### config.mk
export PLATFORM = sky130hd
export DESIGN_NAME = scba_ctrl
export DESIGN_NICKNAME = d
export VERILOG_FILES = /design/src/rtl/scba_pkg.sv /design/src/rtl/scba_ctrl.sv
export SDC_FILE = /design/constraint.sdc
export NUM_CORES = 1
export LEC_CHECK = 0
export ABC_AREA = 0
export ABC_CLOCK_PERIOD_IN_PS = 2500
export BUFFER_PORTS_ARGS = -buffer_cell sky130_fd_sc_hd__buf_4
export CAP_MARGIN = 20
export CORE_AREA = 5 5 42 44
export DETAILED_ROUTE_END_ITERATION = 8
export DIE_AREA = 0 0 47 49
export PLACE_DENSITY = 0.31
export RECOVER_POWER = 100
export SKIP_LAST_GASP = 1
export SLEW_MARGIN = 25
export SYNTH_ARGS = -nofsm -noshare
export SYNTH_HDL_FRONTEND = slang
export SYNTH_SLANG_ARGS = --single-unit
### constraint.sdc
create_clock -name clk -period 2.5 [get_ports clk]
set_input_delay 0.25 -clock clk [delete_from_list [all_inputs] [get_ports clk]]
set_output_delay 0.25 -clock clk [all_outputs]
set_load 0.01 [all_outputs]
### src/rtl/scba_pkg.sv
`timescale 1ns / 1ps
package scba_pkg;

	localparam int STORE_WORDS  = 4096;
	localparam int SIZE_CLASSES = 256;

	localparam int ADDR_W  = $clog2(STORE_WORDS);
	localparam int LINK_W  = ADDR_W + 1;
	localparam int CLS_W   = $clog2(SIZE_CLASSES);
	localparam int SIZE_W  = 9;
	localparam int RWORD_W = 13;
	localparam int CFG_IDX_W  = 2;
	localparam int CFG_DATA_W = 13;

	localparam logic [LINK_W-1:0] HEAD_EMPTY = LINK_W'(STORE_WORDS);

	localparam logic [CFG_IDX_W-1:0] REG_REGION_BASE  = CFG_IDX_W'(0);
	localparam logic [CFG_IDX_W-1:0] REG_REGION_WORDS = CFG_IDX_W'(1);

	localparam logic FUNC_ALLOC = 1'b0;
	localparam logic FUNC_FREE  = 1'b1;

	localparam logic ST_OK        = 1'b0;
	localparam logic ST_EXHAUSTED = 1'b1;

	typedef enum logic [1:0] {
		S_IDLE,
		S_LOOK,
		S_POP
	} ctrl_state_t;

	typedef struct packed {
		logic capture;
		logic finish_err;
		logic finish_free;
		logic finish_bump;
		logic pop_read;
		logic finish_pop;
	} dp_cmd_t;

	typedef struct packed {
		logic size_ok;
		logic is_free;
		logic head_empty;
		logic out_free;
	} dp_status_t;

endpackage

### src/rtl/scba_ctrl.sv
`timescale 1ns / 1ps
module scba_ctrl (
	input  logic                clk,
	input  logic                arst_n,
	input  logic                in_valid,
	output logic                in_ready,
	input  scba_pkg::dp_status_t sts,
	output scba_pkg::dp_cmd_t    cmd
);
	import scba_pkg::*;

	ctrl_state_t state_q, state_d;

	always_ff @(posedge clk or negedge arst_n) begin
		if (!arst_n) begin
			state_q <= S_IDLE;
		end else begin
			state_q <= state_d;
		end
	end

	always_comb begin
		state_d  = state_q;
		cmd      = '0;
		in_ready = 1'b0;
		unique case (state_q)
			S_IDLE: begin
				in_ready = 1'b1;
				if (in_valid) begin
					cmd.capture = 1'b1;
					state_d     = S_LOOK;
				end
			end
			S_LOOK: begin
				// head table data is held until the result slot frees up
				if (sts.out_free) begin
					priority if (!sts.size_ok) begin
						cmd.finish_err = 1'b1;
						state_d        = S_IDLE;
					end else if (sts.is_free) begin
						cmd.finish_free = 1'b1;
						state_d         = S_IDLE;
					end else if (!sts.head_empty) begin
						cmd.pop_read = 1'b1;
						state_d      = S_POP;
					end else begin
						cmd.finish_bump = 1'b1;
						state_d         = S_IDLE;
					end
				end
			end
			S_POP: begin
				if (sts.out_free) begin
					cmd.finish_pop = 1'b1;
					state_d        = S_IDLE;
				end
			end
			default: begin
				state_d = S_IDLE;
			end
		endcase
	end

endmodule

==> results of run 1 <==
[cells by family after synthesis]
logic type | after synthesis | synth area share
AO/OA/AOI/OAI | 2 | 0.136
buffers and inverters | 2 | 0.0480
flip-flops | 2 | 0.320
AND/OR/NAND/NOR | 12 | 0.496
[Yosys cell counts, drive strengths merged]
cell / number / area share
dfrtp: 2 / 0.32
inv: 2 / 0.048
nand2b: 2 / 0.080
nor2: 2 / 0.048
nor3: 2 / 0.064
a21oi: 1 / 0.032
and2: 1 / 0.040
nand2: 1 / 0.024
nor4b: 1 / 0.056
nor4bb: 1 / 0.064
o32ai: 1 / 0.10
or2b: 1 / 0.048
or3b: 1 / 0.072
[layout by cell type, fill, tap and decap left out]
master and count:
nand2b_1 2, nor4b_1 1, or3b_1 1, clkbuf_4 3, clkbuf_1 7, nor2_1 2
nor4bb_1 1, nor3_1 2, and2_0 1, buf_4 6, o32ai_2 1, a21oi_1 1
dfrtp_1 2, dlygate4sd3_1 1, or2b_1 1, nand2_1 1, inv_1 2
[final cells by class]
| cell class | count | share of cell area |
|---|---|---|
| Inverter | 2 | 0.0270 |
| Tap cell | 16 | 0.0721 |
| Multi-Input combinational cell | 14 | 0.347 |
| Sequential cell | 2 | 0.180 |
| Timing Repair Buffer | 14 | 0.293 |
| Clock buffer | 3 | 0.0811 |
[metrics by stage]
stage | power [mW] | hold WS (ps) | util
floorplan | 0.0645 | -45.6 | -
global placement | 0.0896 | 33.4 | 0.196
detailed placement | 0.0902 | 35.3 | 0.196
CTS | 0.169 | 225 | 0.219
global route | 0.171 | 235 | 0.198
finish | 0.155 | 230 | 0.198
[power by group through the flow]
stage / Combinational (mW) / Clock [mW] / Sequential, mW
floorplan: 0.0246 / 0 / 0.0400
global placement: 0.0479 / 0 / 0.0417
detailed placement: 0.0483 / 0 / 0.0419
CTS: 0.0504 / 0.0767 / 0.0417
global route: 0.0469 / 0.0814 / 0.0426
finish: 0.0419 / 0.0718 / 0.0417
[worst max-delay path, cell delays in order (launching register included)]
cell and delay (ps):
dfrtp_1 430, or3b_1 420, nor3_1 170, clkbuf_1 180
[layer usage]
metal,GRT usage,routed length (µm),vias to the layer above,share of wire
met5,0,0,-,0
met1,0.0637,280,82,0.49
met2,0.0588,180,16,0.32
met4,0.0276,0,0,0
li1,-,-,100,-
met3,0.0554,106,0,0.19
[worst max-delay path by stage]
stage / endpoint / slack [ps] / cells past startpoint
3_3_place_gp: cmd[1] / 1140 / 3
2_1_floorplan: cmd[1] / 1190 / 2
3_5_place_dp: cmd[2] / 1110 / 3
5_1_grt: cmd[1] / 760 / 3
6_report: cmd[2] / 820 / 3
4_1_cts: cmd[2] / 850 / 3
[what timing repair did]
action	in CTS	in global routing
setup endpoints to repair	0	0
hold buffers	1	0
endpoints found under the hold margin	2	0
==> flow_summary_export.csv, run 1 <==
group,metric,value,unit
drt,drt.antenna.violating_nets,0,
placed_design,hpwl,414,µm
power,p_seq_frac,0.268,
synthesis,syn_inst,18,
critical_path,reg2regPathDepth,2,
critical_path,worstPathArrival,1430,ps
placed_design,routabilityCongestion,0.725,
synthesis,synth_warnings,0,
synthesis,synthDistinctLibCells,13,
timing,finalSetupViolCount,0,
grt,grt_pass1_vias,204,
cts,postCtsSetupBuffers,0,
timing,fin_tns_setup,0,ps
floorplan,start_util,0.112,
cts,clockBufferDepth,2,
layout,syn_to_final_growth,77.6,%
layout,fillers,168,
cts,clock-sinks,2,
placed_design,dp_slack,1110,ps
drt,first_pass_iters,3,
cts,cts_tree,"yes",
layout,multi_input_area,96.3,µm²
drt,drcViolationCount,0,
floorplan,rows,14,
critical_path,reg2reg_slack,1340,ps
grt,grt_start_max_net_pins,8,
timing,fin_ws,816,ps
layout,final_area,278,µm²
layout,layout-drive-gt1-share,0.286,
power,switchingPower,0.0437,mW
critical_path,cp_max_fo,6,
critical_path,required,2250,ps
synthesis,ys_seq_area_frac,0.320,
critical_path,startpoint,"state_q[1]$_DFFE_PN0P_",
min_path,hold_class,"in2reg",
drt,vias,198,
floorplan,die_y,49,µm
timing,fin_worst_skew,5.44,ps
floorplan,die-area,2300,µm²
critical_path,crit_type,"reg2out",
timing,report.final.slew_viol_count,0,
floorplan,ioPinCount,14,
floorplan,coreArea,1400,µm²
timing,finalCritPeriodShare,0.674,
grt,antenna_found_initial,0,
timing,slew_headroom,0.829,
cts,clk_pin_slew,30,ps
placed_design,dp_cells,47,
placed_design,io_buffers,13,
layout,largest_registers,"state_q (2)",
drt,wl_per_cell,11.1,µm
floorplan,chipWidth,47,µm
cts,cts_resized,0,
cts,ctsHtreeMaxLevel,1,
critical_path,regToRegEndpoint,"state_q[1]$_DFFE_PN0P_",
timing,rsz0062_at_grt,"no",
synthesis,synth-seq-cells,2,
flow_run,cap_violations,0,
power,power.density,560,nW/µm²
layout,regArea,50.0,µm²
timing,period_minus_slack,1680,ps
synthesis,avgSynthCellArea,8.69,µm²
timing,worst_slew_pin_slew,254,ps
drt,via_per_inst,3.88,
power,p_int,0.112,mW
power,p_comb_frac,0.270,
drt,routed_wirelength,567,µm
timing,hold_viol_final,0,
layout,finalNonFillerCells,51,
cts,clockRootBuffer,"clkbuf_4",
power,ir_worst_vdd,236,µV
cts,cts-buffers-inserted,3,
critical_path,cp-end-kind,"output pin",
grt,grt.total_usage,0.0535,
synthesis,syn_area,156,µm²
synthesis,syn_nets,25,
layout,top_register,"state_q",
drt,first_iter_violations,2,
power,leakagePower,0.118,nW
min_path,worst_hold_startpoint,"sts[0]",
critical_path,critical_path.startpoint_type,"flip-flop",
cts,clk_latency,230,ps
layout,largest_reg_flops,2,
placed_design,dpl_cell_area,274,µm²
layout,nNetsFinal,44,
timing,fmax,594,MHz
grt,gr-total-overflow,0,
critical_path,rr_startpoint,"state_q[1]$_DFFE_PN0P_",
min_path,holdPathEnd,"state_q[1]$_DFFE_PN0P_",
power,p_clk_frac,0.462,
power,switching_share,0.281,
grt,grt_pass1_wl,834,µm
layout,num_antenna_cells,0,
run_status,status,"finished, final reports clean",
min_path,min_path_cells,2,
Power figures use the tool's default switching activity.
==> run 2: changes to the inputs <==
--- a/config.mk
+++ b/config.mk
@@ -6,13 +6,13 @@
 export NUM_CORES = 1
 export LEC_CHECK = 0
 export ABC_AREA = 0
-export ABC_CLOCK_PERIOD_IN_PS = 2500
+export ABC_CLOCK_PERIOD_IN_PS = 1350
 export BUFFER_PORTS_ARGS = -buffer_cell sky130_fd_sc_hd__buf_4
 export CAP_MARGIN = 20
 export CORE_AREA = 5 5 42 44
 export DETAILED_ROUTE_END_ITERATION = 8
 export DIE_AREA = 0 0 47 49
-export PLACE_DENSITY = 0.31
+export PLACE_DENSITY = 0.32
 export RECOVER_POWER = 100
 export SKIP_LAST_GASP = 1
 export SLEW_MARGIN = 25
==> constraint.sdc (replaced) <==
create_clock -name clk -period 1.35 [get_ports clk]
set_input_delay 0.135 -clock clk [delete_from_list [all_inputs] [get_ports clk]]
set_output_delay 0.135 -clock clk [all_outputs]
set_load 0.01 [all_outputs]
==> run 2 against run 1 <==
The run now ends with setup timing left. Clock-buffer cell count is the same. Die area unchanged. Non-clock buffer count rose by 3. Flip-flop and latch count unchanged. Setup slack got worse by 870 ps. Sequential power up 68%. Wire length increased by 2.8%. Core utilization increased by 4.6 points. Cell count grew 5.9%. First-iteration DRC count fell by 50%. Clock power rose by 84%. Critical path type unchanged.
==> flow_summary_export.csv, run 2 (synthesized netlist as in run 1, its figures left out) <==
group,metric,value,unit
cts,ctsHtreeMaxLevel,1,
critical_path,cp_max_fo,3,
cts,clockRootBuffer,"clkbuf_4",
layout,final_area,342,µm²
floorplan,coreArea,1400,µm²
grt,grt_pass1_vias,220,
drt,vias,206,
floorplan,die-area,2300,µm²
layout,fillers,167,
timing,fmax,715,MHz
drt,first_iter_violations,1,
drt,via_per_inst,3.81,
cts,clock-sinks,2,
floorplan,die_y,49,µm
placed_design,dpl_cell_area,282,µm²
layout,multi_input_area,115,µm²
cts,clockBufferDepth,2,
drt,first_pass_iters,2,
layout,finalNonFillerCells,54,
grt,grt_start_max_net_pins,7,
timing,worst_slew_pin_slew,275,ps
timing,fin_worst_skew,0.307,ps
drt,wl_per_cell,10.8,µm
layout,final_common_cell,"buf_4",
critical_path,cp-end-kind,"output pin",
layout,fin_util,0.244,
layout,largest_registers,"state_q (2)",
timing,finalCritPeriodShare,1.04,
layout,largest_reg_flops,2,
flow_run,cap_violations,0,
drt,drcViolationCount,0,
floorplan,rows,14,
drt,routed_wirelength,583,µm
critical_path,worstPathArrival,1260,ps
placed_design,io_buffers,13,
grt,grt.total_usage,0.0585,
drt,drt.antenna.violating_nets,0,
placed_design,routabilityCongestion,0.758,
power,power.density,936,nW/µm²
timing,report.final.slew_viol_count,0,
cts,cts-buffers-inserted,3,
floorplan,chipWidth,47,µm
run_status,violations,"setup timing",
layout,layout-drive-gt1-share,0.579,
layout,top_register,"state_q",
grt,grt_pass1_wl,938,µm
timing,hold_viol_final,0,
power,p_total,0.320,mW
grt,antenna_found_initial,0,
cts,cts_tree,"yes",
layout,final_cell_mix,"buf_4, clkbuf_4",
timing,fin_tns_setup,-93.0,ps
placed_design,hpwl,448,µm
cts,clk_latency,220,ps
timing,period_minus_slack,1400,ps
layout,syn_to_final_growth,118,%
critical_path,critical_path.startpoint_type,"flip-flop",
timing,fin_ws,-49.2,ps
critical_path,crit_type,"reg2out",
layout,nNetsFinal,47,
grt,gr-total-overflow,0,
cts,clk_pin_slew,30,ps
floorplan,start_util,0.112,
layout,regArea,50.0,µm²
power,leakagePower,0.165,nW
critical_path,required,1220,ps
run_status,status,"finished with violations",
floorplan,ioPinCount,14,
timing,finalSetupViolCount,2,
layout,num_antenna_cells,0,
placed_design,dp_cells,48,
timing,slew_headroom,0.814,
min_path,hold_class,"in2reg",
power,ir_worst_vdd,375,µV
timing,rsz0062_at_grt,"yes",
==> run 2: per-stage QoR <==
step / hold WS [ps] / setup WS [ps]
6_report: 126 / -49.2
5_1_grt: 133 / -126
4_1_cts: 123 / -55.2
3_5_place_dp: -82.2 / 103
3_3_place_gp: -79.8 / 105
2_1_floorplan: -161 / 154
==> run 2: worst paths after layout <==
check / depth (start not counted) / slack [ps] / start / end
max in group asynchronous: 2 / 1000 / arst_n / state_q[1]$_DFFE_PN0P_
min reg2reg: 2 / 560 / state_q[1]$_DFFE_PN0P_ / state_q[0]$_DFFE_PN0P_
max reg2reg: 3 / 130 / state_q[1]$_DFFE_PN0P_ / state_q[1]$_DFFE_PN0P_
max: 3 / -50 / state_q[1]$_DFFE_PN0P_ / cmd[2]
min: 2 / 130 / sts[0] / state_q[1]$_DFFE_PN0P_
min in group asynchronous: 2 / 230 / arst_n / state_q[0]$_DFFE_PN0P_
==> run 2: timing repair <==
item                                   4_1_cts  5_1_grt
setup endpoints to repair                    4        5
buffers inserted                             1        1
gates resized for setup                      2        2
pin swaps                                    0        0
hold buffers                                 1        0
endpoints found under the hold margin        2        0
==> run 2: worst max-delay path: stages (launching register included) <==
cell and delay, ps:
dfrtp_1 370, or3b_4 410, nor3_4 120, buf_4 140
==> run 2: cell type report <==
type / count / share of cell area
inverter: 2 / 0.0220
tap: 16 / 0.0586
multi-input combinational: 14 / 0.337
timing repair buffer: 17 / 0.370
clock buffer: 3 / 0.0659
sequential: 2 / 0.147
==> run 2: where the power goes <==
group	total [mW]	leakage [nW]	internal, mW	switching [mW]
clock	0.132	0.0138	0.0981	0.0340
combinational	0.118	0.126	0.0674	0.0503
sequential	0.0700	0.0259	0.0671	0.00289
total	0.320	0.165	0.233	0.0871
==> run 2: per-layer routing <==
layer | wire [µm] | track usage | up-vias
met3 | 100 | 0.0185 | 0
met5 | 0 | 0 | -
met4 | 0 | 0.0691 | 0
met2 | 227 | 0.0611 | 14
li1 | - | - | 103
met1 | 255 | 0.0791 | 89
==> run 3: changes to the inputs <==
--- a/config.mk
+++ b/config.mk
@@ -8,7 +8,7 @@
 export ABC_AREA = 0
 export ABC_CLOCK_PERIOD_IN_PS = 1350
 export BUFFER_PORTS_ARGS = -buffer_cell sky130_fd_sc_hd__buf_4
-export CAP_MARGIN = 20
+export CAP_MARGIN = 30
 export CORE_AREA = 5 5 42 44
 export DETAILED_ROUTE_END_ITERATION = 8
 export DIE_AREA = 0 0 47 49
==> constraint.sdc (replaced) <==
create_clock -name clk -period 1.35 [get_ports clk]
set_input_delay 0.135 -clock clk [delete_from_list [all_inputs] [get_ports clk]]
set_output_delay 0.135 -clock clk [all_outputs]
set_load 0.02 [all_outputs]
==> run 3 against run 2 <==
Core utilization is 1.4 points lower. Clock-buffer cell count stayed put. Critical endpoint unchanged. Combinational power hardly changed. Setup slack better by 1.3 ps. Sequential share of layout area is 0.91 points higher. The flow still finishes with violations (setup timing). Fmax hardly changed.
==> flow_summary_export.csv, run 3 (synthesized netlist as in run 1, its figures left out) <==
group,metric,value,unit
layout,top_register,"state_q",
critical_path,required,1220,ps
run_status,status,"finished with violations",
layout,finalNonFillerCells,53,
power,power.density,983,nW/µm²
layout,num_antenna_cells,0,
grt,gr-total-overflow,0,
layout,final_common_cell,"buf_4",
critical_path,cp_max_fo,3,
critical_path,crit_type,"reg2out",
timing,whs,128,ps
grt,grt_start_max_net_pins,7,
placed_design,routabilityCongestion,0.724,
grt,grt.total_usage,0.0585,
cts,clockRootBuffer,"clkbuf_4",
timing,hold_viol_final,0,
cts,ctsHtreeMaxLevel,1,
cts,clk_latency,220,ps
timing,finalCritPeriodShare,1.04,
cts,postCtsSetupBuffers,0,
power,ir_worst_vdd,334,µV
floorplan,start_util,0.112,
floorplan,coreArea,1400,µm²
cts,cts-buffers-inserted,3,
drt,drcViolationCount,0,
placed_design,io_buffers,13,
timing,slew_headroom,0.798,
cts,clk_pin_slew,30,ps
layout,layout-drive-gt1-share,0.541,
drt,via_per_inst,3.92,
cts,clockBufferDepth,2,
grt,grt_pass1_wl,876,µm
timing,fin_tns_setup,-94.0,ps
layout,final_cell_mix,"buf_4, clkbuf_4",
placed_design,dp_slack,141,ps
power,leakagePower,0.153,nW
layout,nNetsFinal,46,
flow_run,cap_violations,0,
floorplan,rows,14,
drt,routed_wirelength,537,µm
layout,largest_registers,"state_q (2)",
grt,grt_pass1_vias,200,
min_path,hold_class,"in2reg",
critical_path,worstPathArrival,1260,ps
critical_path,cp-end-kind,"output pin",
timing,fin_worst_skew,0.817,ps
layout,syn_to_final_growth,106,%
layout,final_area,322,µm²
timing,fin_ws,-47.9,ps
timing,finalSetupViolCount,3,
placed_design,dp_cells,49,
placed_design,dpl_cell_area,289,µm²
drt,first_pass_iters,3,
floorplan,ioPinCount,14,
floorplan,chipWidth,47,µm
critical_path,reg2regPathDepth,2,
timing,period_minus_slack,1400,ps
timing,rsz0062_at_grt,"yes",
placed_design,hpwl,465,µm
layout,largest_reg_flops,2,
critical_path,critical_path.startpoint_type,"flip-flop",
cts,cts_tree,"yes",
grt,antenna_found_initial,0,
floorplan,die_y,49,µm
timing,fmax,715,MHz
cts,clock-sinks,2,
timing,worst_slew_pin_slew,299,ps
run_status,violations,"setup timing",
drt,first_iter_violations,1,
floorplan,die-area,2300,µm²
drt,drt.antenna.violating_nets,0,
timing,report.final.slew_viol_count,0,
min_path,min_path_cells,2,
drt,vias,208,
drt,wl_per_cell,10.1,µm
-- run 3: changes by cell type in the layout (fill, tap and decap cells not counted), sizes merged --
cell    change
clkbuf      +1
buf         -2
-- run 3: final timing paths --
path | from | endpoint | slack (ps)
max | state_q[1]$_DFFE_PN0P_ | cmd[2] | -50
min | sts[0] | state_q[1]$_DFFE_PN0P_ | 130
max reg2reg | state_q[1]$_DFFE_PN0P_ | state_q[1]$_DFFE_PN0P_ | 280
min reg2reg | state_q[1]$_DFFE_PN0P_ | state_q[0]$_DFFE_PN0P_ | 550
max in group asynchronous | arst_n | state_q[0]$_DFFE_PN0P_ | 960
min in group asynchronous | arst_n | state_q[1]$_DFFE_PN0P_ | 240
-- run 3: area by class of cell --
cell class | count | area (µm²)
sequential | 2 | 50.0
timing repair buffer | 16 | 113
tap | 16 | 20.0
clock buffer | 3 | 22.5
multi-input combinational | 14 | 109
inverter | 2 | 7.51
fill | 164 | 1080
-- run 3: through the flow --
stage                      util  total power [mW]
final                     0.229             0.316
after global routing      0.229             0.352
after CTS                 0.237             0.333
after detailed placement  0.206             0.190
after global placement    0.206             0.189
after floorplan               -             0.131
-- run 3: routing by layer --
layer  up-vias  routed length (µm)  GRT usage
li1        105                   -          -
met1        87                 240     0.0705
met2        16                 179     0.0588
met3         0                 117     0.0590
met4         0                   0     0.0415
met5         -                   0          0
-- run 3: critical path: stages, from the launching register on --
cell,delay (ps)
dfrtp_1,360
or3b_4,400
nor3_2,110
buf_4,160
-- run 3: report_power, final --
group | internal (mW) | switching, mW | leakage, nW | total [mW]
logic | 0.0583 | 0.0577 | 0.113 | 0.116
registers | 0.0671 | 0.00251 | 0.0259 | 0.0696
clock network | 0.0979 | 0.0327 | 0.0138 | 0.131
-- run 3: what timing repair did --
| item | CTS | global route |
|---|---|---|
| gates resized for setup | 2 | 0 |
| endpoints found under the hold margin | 2 | 0 |
| hold buffers | 1 | 0 |
| endpoints found under the setup margin | 4 | 4 |
